<file path="src/hdl/assert_macros.svh">
// assertion macros used by the deframer top level
`ifndef ASSERT_MACROS_SVH
`define ASSERT_MACROS_SVH

`ifndef NO_ASSERTIONS

// same-cycle implication, disabled in reset
`define ASSERT_IMPL(name, clk, rst_n, ante, cons) \
    name: assert property (@(posedge clk) disable iff (!rst_n) (ante) |-> (cons)) \
        else $error("assertion failed");

// next-cycle implication, disabled in reset
`define ASSERT_NEXT(name, clk, rst_n, ante, cons) \
    name: assert property (@(posedge clk) disable iff (!rst_n) (ante) |=> (cons)) \
        else $error("assertion failed");

`else

`define ASSERT_IMPL(name, clk, rst_n, ante, cons)
`define ASSERT_NEXT(name, clk, rst_n, ante, cons)

`endif

`endif

</file>
<file path="src/hdl/ackfd_pkg.sv">
// types and constants for the acknowledge frame deframer
`default_nettype none

package ackfd_pkg;

    localparam logic [15:0] SYNC_RESET     = 16'h1ACF;
    localparam logic [16:0] POS_MAX        = 17'h1FFFF;
    localparam logic [17:0] MIN_FRAME      = 18'd12;
    localparam logic [16:0] FRAME_OVERHEAD = 17'd11;

    // fixed header offsets
    localparam logic [16:0] POS_SYNC_HI   = 17'd0;
    localparam logic [16:0] POS_SYNC_LO   = 17'd1;
    localparam logic [16:0] POS_IDENT_HI  = 17'd2;
    localparam logic [16:0] POS_IDENT_LO  = 17'd3;
    localparam logic [16:0] POS_LEN_HI    = 17'd6;
    localparam logic [16:0] POS_LEN_LO    = 17'd7;
    localparam logic [16:0] POS_CMD_HI    = 17'd8;
    localparam logic [16:0] POS_CMD_LO    = 17'd9;
    localparam logic [16:0] POS_PAYLOAD   = 17'd10;

    typedef enum logic [2:0] {
        STATUS_OK           = 3'd0,
        STATUS_TOO_SHORT    = 3'd1,
        STATUS_BAD_SYNC     = 3'd2,
        STATUS_LEN_MISMATCH = 3'd3,
        STATUS_SUM_MISMATCH = 3'd4
    } status_t;

    typedef struct packed {
        logic [16:0] pos;
        logic [7:0]  hold;
        logic        sync_ok;
        logic [15:0] ident;
        logic [15:0] length;
        logic [15:0] command;
        logic [15:0] sum;
        logic [15:0] check;
    } frame_state_t;

    typedef struct packed {
        logic        payload_valid;
        logic [7:0]  payload_byte;
        logic        frame_done;
        status_t     status;
        logic [15:0] ident;
        logic [15:0] command;
        logic [15:0] payload_length;
    } frame_result_t;

endpackage

`default_nettype wire

</file>
<file path="src/hdl/ackfd_step.sv">
// per-byte frame parsing: next frame state and result for one item
`default_nettype none

module ackfd_step (
    input  wire ackfd_pkg::frame_state_t  state,
    input  wire logic [7:0]               rx_byte,
    input  wire logic                     last_byte,
    input  wire logic [15:0]              expected_sync,
    output ackfd_pkg::frame_state_t       state_next,
    output ackfd_pkg::frame_result_t      result
);

    logic [16:0] pos;
    logic [16:0] len_ext;
    logic [16:0] pay_end;
    logic [15:0] word;
    logic [17:0] flen;
    logic        pv;
    ackfd_pkg::frame_state_t nx;

    assign pos     = state.pos;
    assign len_ext = {1'b0, state.length};
    assign pay_end = len_ext + 17'd8;
    assign word    = {state.hold, rx_byte};
    assign flen    = {1'b0, pos} + 18'd1;
    assign pv      = (pos >= ackfd_pkg::POS_PAYLOAD) && (pos <= pay_end);

    always_comb
    begin
        nx = state;

        // checksum covers the header from the identifier on, then up to the payload end
        if ((pos >= ackfd_pkg::POS_IDENT_HI) && ((pos <= ackfd_pkg::POS_LEN_LO) ||
            (pos <= pay_end)))
        begin
            nx.sum = state.sum + {8'd0, rx_byte};
        end

        case (pos) inside
            ackfd_pkg::POS_SYNC_HI, ackfd_pkg::POS_IDENT_HI,
            ackfd_pkg::POS_LEN_HI, ackfd_pkg::POS_CMD_HI:
            begin
                nx.hold = rx_byte;
            end
            ackfd_pkg::POS_SYNC_LO:
            begin
                nx.sync_ok = (word == expected_sync);
            end
            ackfd_pkg::POS_IDENT_LO:
            begin
                nx.ident = word;
            end
            ackfd_pkg::POS_LEN_LO:
            begin
                nx.length = word;
            end
            ackfd_pkg::POS_CMD_LO:
            begin
                nx.command = word;
            end
            default:
            begin
            end
        endcase

        // checksum bytes trail the payload
        if ((pos >= ackfd_pkg::POS_PAYLOAD) && (state.length != 16'd0))
        begin
            if (pos == len_ext + 17'd9)
            begin
                nx.hold = rx_byte;
            end
            else if (pos == len_ext + 17'd10)
            begin
                nx.check = word;
            end
        end

        result.payload_valid = pv;
        result.payload_byte  = pv ? rx_byte : 8'd0;
        result.frame_done    = last_byte;

        if (last_byte)
        begin
            if (flen < ackfd_pkg::MIN_FRAME)
            begin
                result.status = ackfd_pkg::STATUS_TOO_SHORT;
            end
            else if (!nx.sync_ok)
            begin
                result.status = ackfd_pkg::STATUS_BAD_SYNC;
            end
            else if ((nx.length == 16'd0) ||
                     (flen < {1'b0, {1'b0, nx.length} + ackfd_pkg::FRAME_OVERHEAD}))
            begin
                result.status = ackfd_pkg::STATUS_LEN_MISMATCH;
            end
            else if (~nx.sum != nx.check)
            begin
                result.status = ackfd_pkg::STATUS_SUM_MISMATCH;
            end
            else
            begin
                result.status = ackfd_pkg::STATUS_OK;
            end
            result.ident          = nx.ident;
            result.command        = nx.command;
            result.payload_length = (nx.length != 16'd0) ? (nx.length - 16'd1) : 16'd0;
            nx                    = '0;
        end
        else
        begin
            result.status         = ackfd_pkg::STATUS_OK;
            result.ident          = 16'd0;
            result.command        = 16'd0;
            result.payload_length = 16'd0;
            if (pos < ackfd_pkg::POS_MAX)
            begin
                nx.pos = pos + 17'd1;
            end
        end

        state_next = nx;
    end

endmodule

`default_nettype wire

</file>
<file path="src/hdl/ack_frame_deframer_top.sv">
// result: each accepted byte's result item is registered and valid in the next cycle
// throughput: one byte per cycle; in_ready drops only while a result waits on out_ready
// the frame state and a single output register are the only pipeline storage
// reset: expected sync word returns to 0x1ACF, frame state and output valid clear
`default_nettype none

`include "assert_macros.svh"

module ack_frame_deframer_top (
    input  wire logic        clk,
    input  wire logic        rst_n,
    input  wire logic        in_valid,
    output logic             in_ready,
    input  wire logic [7:0]  rx_byte,
    input  wire logic        last_byte,
    output logic             out_valid,
    input  wire logic        out_ready,
    output logic             payload_valid,
    output logic [7:0]       payload_byte,
    output logic             frame_done,
    output logic [2:0]       frame_status,
    output logic [15:0]      packet_ident,
    output logic [15:0]      command_word,
    output logic [15:0]      payload_length,
    input  wire logic        cfg_valid,
    output logic             cfg_ready,
    input  wire logic [15:0] cfg_data
);

    logic [15:0]               sync_reg;
    ackfd_pkg::frame_state_t   state_reg;
    ackfd_pkg::frame_state_t   state_next;
    ackfd_pkg::frame_result_t  result_reg;
    ackfd_pkg::frame_result_t  result_next;
    logic                      out_valid_reg;
    logic                      in_fire;

    assign in_ready  = !out_valid_reg || out_ready;
    assign in_fire   = in_valid && in_ready;
    assign cfg_ready = 1'b1;

    ackfd_step u_step (
        .state         (state_reg),
        .rx_byte       (rx_byte),
        .last_byte     (last_byte),
        .expected_sync (sync_reg),
        .state_next    (state_next),
        .result        (result_next)
    );

    always_ff @(posedge clk or negedge rst_n)
    begin
        if (!rst_n)
        begin
            sync_reg      <= ackfd_pkg::SYNC_RESET;
            state_reg     <= '0;
            out_valid_reg <= 1'b0;
        end
        else
        begin
            if (cfg_valid && cfg_ready)
            begin
                sync_reg <= cfg_data;
            end
            if (in_fire)
            begin
                state_reg     <= state_next;
                out_valid_reg <= 1'b1;
            end
            else if (out_ready)
            begin
                out_valid_reg <= 1'b0;
            end
        end
    end

    // result payload
    always_ff @(posedge clk)
    begin
        if (in_fire)
        begin
            result_reg <= result_next;
        end
    end

    assign out_valid      = out_valid_reg;
    assign payload_valid  = result_reg.payload_valid;
    assign payload_byte   = result_reg.payload_byte;
    assign frame_done     = result_reg.frame_done;
    assign frame_status   = result_reg.status;
    assign packet_ident   = result_reg.ident;
    assign command_word   = result_reg.command;
    assign payload_length = result_reg.payload_length;

    `ASSERT_IMPL(a_ready_when_empty, clk, rst_n, !out_valid_reg, in_ready)
    `ASSERT_NEXT(a_pos_clear_after_last, clk, rst_n, in_fire && last_byte, state_reg.pos == 17'd0)
    `ASSERT_IMPL(a_mid_frame_zero, clk, rst_n, out_valid_reg && !result_reg.frame_done, (result_reg.status == ackfd_pkg::STATUS_OK) && (result_reg.ident == 16'd0) && (result_reg.payload_length == 16'd0))
    `ASSERT_IMPL(a_payload_gated, clk, rst_n, out_valid_reg && !result_reg.payload_valid, result_reg.payload_byte == 8'd0)

endmodule

`default_nettype wire

</file>
<file path="config.mk">
export PLATFORM = sky130hd
export DESIGN_NAME = ack_frame_deframer_top
export DESIGN_NICKNAME = d
export VERILOG_FILES = /design/src/hdl/ackfd_pkg.sv /design/src/hdl/ackfd_step.sv /design/src/hdl/ack_frame_deframer_top.sv
export VERILOG_INCLUDE_DIRS = /design/src /design/src/hdl
export SDC_FILE = /design/constraint.sdc
export NUM_CORES = 1
export LEC_CHECK = 0
export BUFFER_PORTS_ARGS = -buffer_cell sky130_fd_sc_hd__buf_4
export CAP_MARGIN = 0
export CORE_MARGIN = 2
export CORE_UTILIZATION = 60
export CTS_CLUSTER_DIAMETER = 30
export CTS_CLUSTER_SIZE = 16
export DETAILED_ROUTE_END_ITERATION = 10
export HOLD_SLACK_MARGIN = 0.12
export PLACE_DENSITY = 0.78
export SYNTH_ARGS = -nofsm -noshare
export SYNTH_HDL_FRONTEND = slang
export SYNTH_SLANG_ARGS = --single-unit
export TNS_END_PERCENT = 50
</file>
<file path="constraint.sdc">
create_clock -name clk -period 13.8 [get_ports clk]
set_clock_uncertainty 0.1 [all_clocks]
set_input_delay 3.45 -clock clk [delete_from_list [all_inputs] [get_ports clk]]
set_output_delay 3.45 -clock clk [all_outputs]
set_load 0.005 [all_outputs]
</file>
==> results of run 1 <==
[per-layer routing]
layer / track usage / routed length [um]
met2: 0.505 / 15700
met4: 0.136 / 1200
met3: 0.0538 / 2590
met5: 0 / 0
met1: 0.446 / 14300
[Yosys cell counts (13+ instances only)]
master    count
a21boi_0     66
a21o_1       17
a21oi_1      25
a22o_1       48
and2_1       15
and3_1       13
buf_2        18
clkbuf_1     67
dfrtp_1     114
edfxtp_1     61
ha_1         51
inv_1        18
mux2_2       16
mux2i_1      35
nand2_1     179
nand3_1      39
nand4_1      18
nor2_1       80
nor3_1       28
nor4_1       15
o21ai_0      85
xnor2_1      76
xor2_1       52
[power by group]
| group | internal (mW) | switching (mW) |
|---|---|---|
| combinational | 0.120 | 0.162 |
| clock | 0.249 | 0.252 |
| sequential | 0.628 | 0.0544 |
| total | 0.996 | 0.468 |
[layout make-up]
class / count / area share
tap: 265 / 0.0247
multi-input combinational: 998 / 0.500
clock buffer: 17 / 0.0316
sequential: 184 / 0.366
timing repair buffer: 104 / 0.0581
clock inverter: 15 / 0.0142
inverter: 18 / 0.00503
[worst reg2reg max path, stage by stage (launching register included)]
cell and delay [ns]:
dfrtp_1 0.54, ha_1 0.48, nand2_1 0.21, nor3_1 0.26
and3_1 0.20, buf_4 0.37, mux2i_1 0.22, ha_1 0.31
o21a_1 0.23, nand2b_1 0.21, nor2_1 0.30, nand2_1 0.11
xnor2_1 0.16, mux2i_1 0.10, ha_1 0.21, a21o_1 0.17
a21o_1 0.17, a21oi_1 0.16, nor2_1 0.06, a211oi_1 0.22
o311ai_0 0.35, a21bo_2 0.31, a21boi_0 0.16
[placed cells by master (no fill, tap or decap), drive strengths merged, types with 7 or more instances in the layout]
cell and n:
ha 51, nor3 29, nand4b 8, a21o 17, and2 16, dfrtp 114, nor4 19, nand2 179
nand3 39, edfxtp 61, inv 25, nand4 20, a211oi 10, and3 13, or3 10, clkbuf 17
a22o 48, dfstp 9, a21oi 26, buf 104, xor2 52, a31oi 7, nand2b 10, o21ai 90
mux2i 35, mux2 17, a21boi 66, nor2 80, o21a 7, xnor2 76
[cell families after synthesis]
kind of cell,after synthesis,synth area share
xor gates and xnor gates,129,0.0945
adders and majority gates,52,0.0544
AOI/OAI and AO/OA,312,0.178
muxes,52,0.0448
buffers and inverters,112,0.0375
and+or+nand+nor,452,0.184
other,1,0.000310
DFF,184,0.407
[final timing paths]
path / from / cells after the start / slack (ns) / endpoint
max in group asynchronous: rst_n / 2 / 9.24 / state_reg[1]
hold reg to reg: state_reg[76] / 2 / 0.39 / state_reg[76]
setup / recovery: out_ready / 3 / 6.37 / in_ready
min in group asynchronous: rst_n / 1 / 3.00 / state_reg[21]
setup reg to reg: state_reg[90] / 22 / 8.03 / frame_status[0]
hold / removal: state_reg[76] / 2 / 0.39 / state_reg[76]
[metrics by stage]
step,hold WS [ns],setup WS (ns)
global route,0.414,6.35
floorplan,0.350,6.64
detailed placement,0.370,6.37
CTS,0.389,6.37
finish,0.387,6.37
global placement,0.362,6.40
==> reports/results.txt, run 1 <==
status -> completed
number of top-level pins -> 94
Top delay family on crit path -> buffers and inverters
sequential cell area fraction in the yosys report -> 0.407
Final min period -> 7.43 ns
worst skew pair latency -> 0.45 ns
CP arrival -> 3.88 ns
placed cells -> 1569
Synth top area share -> 0.236
largest net degree at the start of global routing -> 72
post-synthesis net count -> 1376
main flop type after synthesis -> dfrtp_1
maximum vdd ir drop -> 82.4 uV
Slowest-stage cell, CP -> nand2b_1
# DRC -> 0
most used cell, CP -> buf_4
placed cell area -> 12800 sq um
final hold vios -> 0
Bufs on Longest Clock Path -> 2
initial antenna violation count -> 0
post-DR vias/cell -> 6.37
CP max stage delay -> 0.17 ns
sum of negative setup slack -> 0 ns
Chip Width -> 146 um
cts bufs inserted -> 17
Synth area leader -> dfrtp_1
Routed wire per std cell -> 21.1 um
number of synthesized register bits -> 184
final setup vio count -> 0
relative slew slack -> 0.205
Critical Path Sink Type -> output pin
P_leak -> 5.69 nW
H-tree depth -> 4
area grow syn2layout -> 11.1%
Die ar. -> 21300 sq um
global route overflow -> 0
Yosys cell types -> 76
largest cells by area after synthesis -> dfrtp_1, edfxtp_1, nand2_1, xnor2_1, ha_1
num rows -> 51
post-DP HPWL -> 23500 um
Post-CTS Hold Buffers -> 0
fraction of registers with async set/reset -> 0.668
antenna cells -> 0
antenna-violating nets left -> 0
nets -> 1405
Tcrit/Tclk final -> 0.538
Max Cap Viol -> 0
vias in the first global route -> 9792
Setup Buffers After CTS -> 0
final total power -> 1.46 mW
Starting Density -> 0.616
fmax -> 0.135 GHz
gpl congestion -> 1.00
Cell Count, Final, Fillers Out -> 1601
crit-path cells -> buf_4, nand2b_1, buf_4
YS warnings -> 0
post-synthesis cell count -> 1294
worst slew pin tran -> 1.18 ns
first drt pass iteration count -> 6
# resized after CTS -> 0
TritonCTS sink count -> 184
Avg Inst Size Synth -> 9.35 sq um
CP Launch Type -> input port
max reg flops -> 106
final instance area -> 13400 sq um
drt total wl -> 33800 um
footprint of the multi-input gates -> 6730 sq um
crit path kind -> input port to output pin
fillcell total -> 1588
GRT Overall Usage -> 0.322
WP buf/inv -> 2
first-pass GRT wire length -> 54300 um
drt initial violations -> 911
Worst EP required -> 10.25 ns
number of flops mapped to enable cells by yosys -> 61
mapped cell area -> 12100 sq um
RSZ-0062 raised after global routing -> no
Port-buffer cells -> 92
pwr dens -> 109 nW/um^2
Worst Hold Class -> register to register
CTS tree -> built
crit path max fanout -> 3
fin. max-slew vios -> 0
layout cell share with drive strength beyond 1 -> 0.135
vias post-DR -> 10202
Chip Height -> 146 um
Final Core Density -> 0.684
clock-pin slew on the worst setup and hold paths -> 0.08 ns
Reg area -> 4920 sq um
Root Buffer -> clkbuf_16
Core ar. -> 19700 sq um
Note: power is estimated with default switching activity, not from simulation.
==> run 2: changes to the inputs <==
==> constraint.sdc (replaced) <==
create_clock -name clk -period 7.4 [get_ports clk]
set_clock_uncertainty 0.1 [all_clocks]
set_input_delay 1.85 -clock clk [delete_from_list [all_inputs] [get_ports clk]]
set_output_delay 1.85 -clock clk [all_outputs]
set_load 0.005 [all_outputs]
==> run 2 against run 1 <==
Net effect: worst setup slack got worse by 4.4 ns; first-iteration DRC count increased by 30%; clock power increased by 94%; power increased by 89%; largest power group unchanged.
==> reports/results.txt, run 2 (synthesized netlist as in run 1, its figures left out) <==
status -> completed
final setup vio count -> 0
# resized after CTS -> 0
CP arrival -> 5.66 ns
Routed wire per std cell -> 21.3 um
H-tree depth -> 4
Max Cap Viol -> 0
worst slew pin tran -> 1.24 ns
P_leak -> 5.72 nW
Post-CTS Hold Buffers -> 0
CTS tree -> built
gpl congestion -> 0.941
post-DP HPWL -> 23400 um
vias in the first global route -> 9799
Critical Path Sink Type -> register
area grow syn2layout -> 11.4%
Core ar. -> 19700 sq um
Worst EP required -> 7.59 ns
post-DR vias/cell -> 6.38
RSZ-0062 raised after global routing -> no
footprint of the multi-input gates -> 6730 sq um
first-pass GRT wire length -> 53900 um
Reg area -> 4920 sq um
pwr dens -> 206 nW/um^2
Setup Buffers After CTS -> 0
Tcrit/Tclk final -> 0.740
Bufs on Longest Clock Path -> 2
initial antenna violation count -> 0
crit path kind -> register to register
layout cell share with drive strength beyond 1 -> 0.136
most frequent cells in the layout -> nand2_1, dfrtp_1, buf_4
maximum vdd ir drop -> 180 uV
final total power -> 2.77 mW
largest net degree at the start of global routing -> 86
num rows -> 51
clock-pin slew on the worst setup and hold paths -> 0.08 ns
sum of negative setup slack -> 0 ns
Starting Density -> 0.616
worst skew pair latency -> 0.45 ns
PnR worst setup slack -> 1.93 ns
max reg flops -> 106
global route overflow -> 0
GRT Overall Usage -> 0.320
Port-buffer cells -> 92
final hold vios -> 0
Chip Height -> 146 um
Final min period -> 5.47 ns
Setup WS pre-CTS -> 1.80 ns
TritonCTS sink count -> 184
antenna-violating nets left -> 0
Root Buffer -> clkbuf_16
drt total wl -> 34100 um
fin. max-slew vios -> 0
nets -> 1406
vias post-DR -> 10220
relative slew slack -> 0.169
Chip Width -> 146 um
number of top-level pins -> 94
crit path max fanout -> 23
CP Launch Type -> register
antenna cells -> 0
Die ar. -> 21300 sq um
# DRC -> 0
Worst Hold Class -> register to register
first drt pass iteration count -> 7
fmax -> 0.183 GHz
fillcell total -> 1583
commonest non-fill, non-tap cell in the layout -> nand2_1
cts bufs inserted -> 17
drt initial violations -> 1181
[run 2: cell types whose count changed in the layout (fill, tap and decap cells not counted), sizes merged]
cell / delta
clkinv: -1
clkinvlp: -2
inv: +3
buf: +1
[run 2: layout make-up]
type	instances	share of cell area
multi-input combinational	998	0.499
sequential	184	0.365
timing repair buffer	105	0.0585
clock buffer	17	0.0316
tap	265	0.0246
clock inverter	15	0.0163
inverter	18	0.00501
[run 2: report_power, final]
part           internal (mW)  switching, mW
logic                  0.225          0.309
registers               1.17         0.0960
clock network          0.478          0.494
[run 2: critical path, cell delays in order, from the launching register on]
cell	delay (ns)
dfrtp_1	0.53
ha_1	0.42
nand2_1	0.18
nor3_1	0.22
and3_1	0.40
buf_4	0.39
mux2i_1	0.18
o21a_1	0.24
nand2b_1	0.21
nor2_1	0.31
nand2_1	0.14
xnor2_1	0.19
mux2i_1	0.11
ha_1	0.20
a21o_1	0.17
a21o_1	0.16
a21oi_1	0.14
nor2_1	0.05
a211oi_1	0.19
o311ai_0	0.33
a21bo_2	0.30
a21boi_0	0.15
[run 2: path summary, 6_finish.rpt]
path,from,to,slack (ns),depth (start not counted)
worst max register to register,state_reg[90],frame_status[0],1.93,21
worst min register to register,state_reg[77],state_reg[77],0.38,2
min in group asynchronous,rst_n,state_reg[21],1.31,1
worst min-delay path,state_reg[77],state_reg[77],0.38,2
max in group asynchronous,rst_n,state_reg[54],4.41,2
worst max-delay path,state_reg[90],frame_status[0],1.93,21
[run 2: through the flow]
stage	area [sq um]	instances	hold WS [ns]	utilization
2_1_floorplan	12100	1294	0.350	-
3_3_place_gp	12800	1570	0.362	0.653
3_5_place_dp	12800	1570	0.371	0.653
4_1_cts	13500	1602	0.389	0.686
5_1_grt	13500	1602	0.419	0.686
6_report	13500	1602	0.384	0.686
[run 2: layer usage]
layer | wire [um] | up-vias | share of wire | track usage
met5 | 0 | - | 0 | 0
met4 | 876 | 0 | 0.026 | 0.103
met3 | 2870 | 67 | 0.084 | 0.0613
met2 | 16000 | 482 | 0.47 | 0.515
met1 | 14300 | 4957 | 0.42 | 0.441
li1 | - | 4714 | - | -
==> run 3: changes to the inputs <==
==> constraint.sdc (replaced) <==
create_clock -name clk -period 5.4 [get_ports clk]
set_clock_uncertainty 0.1 [all_clocks]
set_input_delay 1.35 -clock clk [delete_from_list [all_inputs] [get_ports clk]]
set_output_delay 1.35 -clock clk [all_outputs]
set_load 0.005 [all_outputs]
==> run 3 against run 2 <==
Net effect: global-route usage rose by 0.62 points; clock power rose by 35%; sequential power rose by 35%; sequential cell count did not move; final cell count rose by 2.2%; largest cell class unchanged; largest power group unchanged; worst setup slack got worse by 1.5 ns; non-clock buffer count rose by 36; first-iteration DRC count fell by 12%; critical path type unchanged.
==> reports/results.txt, run 3 (synthesized netlist as in run 1, its figures left out) <==
status -> completed
RSZ-0062 raised after global routing -> no
GRT Overall Usage -> 0.326
clock power share -> 0.344
Min Hold Slack -> 0.384 ns
vias in the first global route -> 10002
TritonCTS sink count -> 184
CP Launch Type -> register
antenna-violating nets left -> 0
Logic pwr share -> 0.202
final total power -> 3.79 mW
Cell Count, Final, Fillers Out -> 1638
Port-buffer cells -> 92
sum of negative setup slack -> 0 ns
H-tree depth -> 4
most used cell, CP -> ha_1
Worst Hold Class -> register to register
initial antenna violation count -> 0
first drt pass iteration count -> 5
sequential group share of total power -> 0.454
placed cells -> 1606
fillcell total -> 1499
WL met2 -> 16300 um
global route overflow -> 0
most frequent cells in the layout -> nand2_1, buf_4, dfrtp_1
WP buf/inv -> 0
final setup vio count -> 0
maximum vdd ir drop -> 239 uV
commonest non-fill, non-tap cell in the layout -> nand2_1
Slowest-stage cell, CP -> dfrtp_1
Tcrit/Tclk final -> 0.917
final instance area -> 13700 sq um
first-pass GRT wire length -> 54900 um
gpl congestion -> 0.967
drt total wl -> 34700 um
FF-to-FF path depth -> 21
Die ar. -> 21300 sq um
cts bufs inserted -> 17
Max Cap Viol -> 0
CP arrival -> 5.14 ns
layout cell share with drive strength beyond 1 -> 0.160
Bufs on Longest Clock Path -> 2
PnR worst setup slack -> 0.446 ns
vias post-DR -> 10459
Chip Height -> 146 um
placed cell area -> 13100 sq um
post-DR vias/cell -> 6.39
number of top-level pins -> 94
post-DP HPWL -> 24700 um
fin. max-slew vios -> 0
Final min period -> 4.95 ns
crit path max fanout -> 10
Core ar. -> 19700 sq um
CTS tree -> built
Top delay family on crit path -> compound AO/OA/AOI/OAI gates
DRT met1 WL -> 14100 um
nets -> 1442
worst skew pair latency -> 0.44 ns
Worst EP required -> 5.59 ns
P_int -> 2.57 mW
relative slew slack -> 0.200
max layer used -> met4
max reg flops -> 106
CP max stage delay -> 0.53 ns
final hold vios -> 0
antenna cells -> 0
# DRC -> 0
pwr dens -> 276 nW/um^2
Setup WS pre-CTS -> 0.342 ns
Starting Density -> 0.616
Root Buffer -> clkbuf_16
drt initial violations -> 1037
switching share of power -> 0.322
crit path kind -> register to register
clock-pin slew on the worst setup and hold paths -> 0.08 ns
Critical Path Sink Type -> register
CP Depth -> 21
largest net degree at the start of global routing -> 86
Final Core Density -> 0.699
Met3 Wirelength -> 2870 um
sw power -> 1.22 mW
area grow syn2layout -> 13.5%
fmax -> 0.202 GHz
worst slew pin tran -> 1.19 ns
Setup Buffers After CTS -> 0
Routed wire per std cell -> 21.2 um
R2R setup slack -> 0.45 ns
num rows -> 51
crit-path cells -> ha_1, nand2_1, nor3_1, and3_2, mux2i_1, ha_1, o21a_1, nand2b_1, nor2_2, nand2_1, xnor2_1, mux2i_1, ha_1, a21o_1, a21o_1, a21oi_1, nor2_1, a211oi_1, o311ai_0, a21bo_2, a21boi_0
Worst Hold Depth -> 2
Chip Width -> 146 um
P_leak -> 5.89 nW
-- run 3: cell count changes in the layout (fill, tap and decap cells not counted), sizes merged --
cell | before | now
clkinv | 5 | 6
buf | 105 | 141
inv | 28 | 27
-- run 3: path summary, 6_finish.rpt --
kind,from,endpoint
min reg2reg,state_reg[77],state_reg[77]
min,state_reg[77],state_reg[77]
max,state_reg[90],frame_status[0]
min in group asynchronous,rst_n,state_reg[19]
max in group asynchronous,rst_n,sync_reg[12]
max reg2reg,state_reg[90],frame_status[0]
-- run 3: routing by layer --
metal  GRT usage  vias up
met3      0.0616       98
li1            -     4783
met4       0.132        0
met1       0.437     5083
met5           0        -
met2       0.527      495
-- run 3: power by group through the flow --
stage               Clock (mW)  Combinational [mW]  Sequential [mW]
floorplan                    0               0.502             1.70
global placement             0               0.727             1.74
detailed placement           0               0.754             1.74
CTS                       1.31               0.759             1.72
global route              1.38               0.842             1.74
finish                    1.31               0.765             1.72
-- run 3: repair_timing --
item                                    CTS  global route
hold endpoints to repair                  0             0
hold buffers                              0             0
endpoints found under the setup margin    0             2
gates resized for setup                   0             2
-- run 3: layout make-up --
class / count / area, sq um / area share
clock inverter: 15 / 206 / 0.0150
clock buffer: 17 / 425 / 0.0310
timing repair buffer: 141 / 1060 / 0.0770
sequential: 184 / 4920 / 0.358
multi-input combinational: 998 / 6730 / 0.490
inverter: 18 / 67.6 / 0.00492
tap: 265 / 332 / 0.0241
-- run 3: worst min-delay path, stage by stage, from the launching register on --
cell	delay (ns)
dfrtp_1	0.35
nand2_1	0.05
o21ai_0	0.06
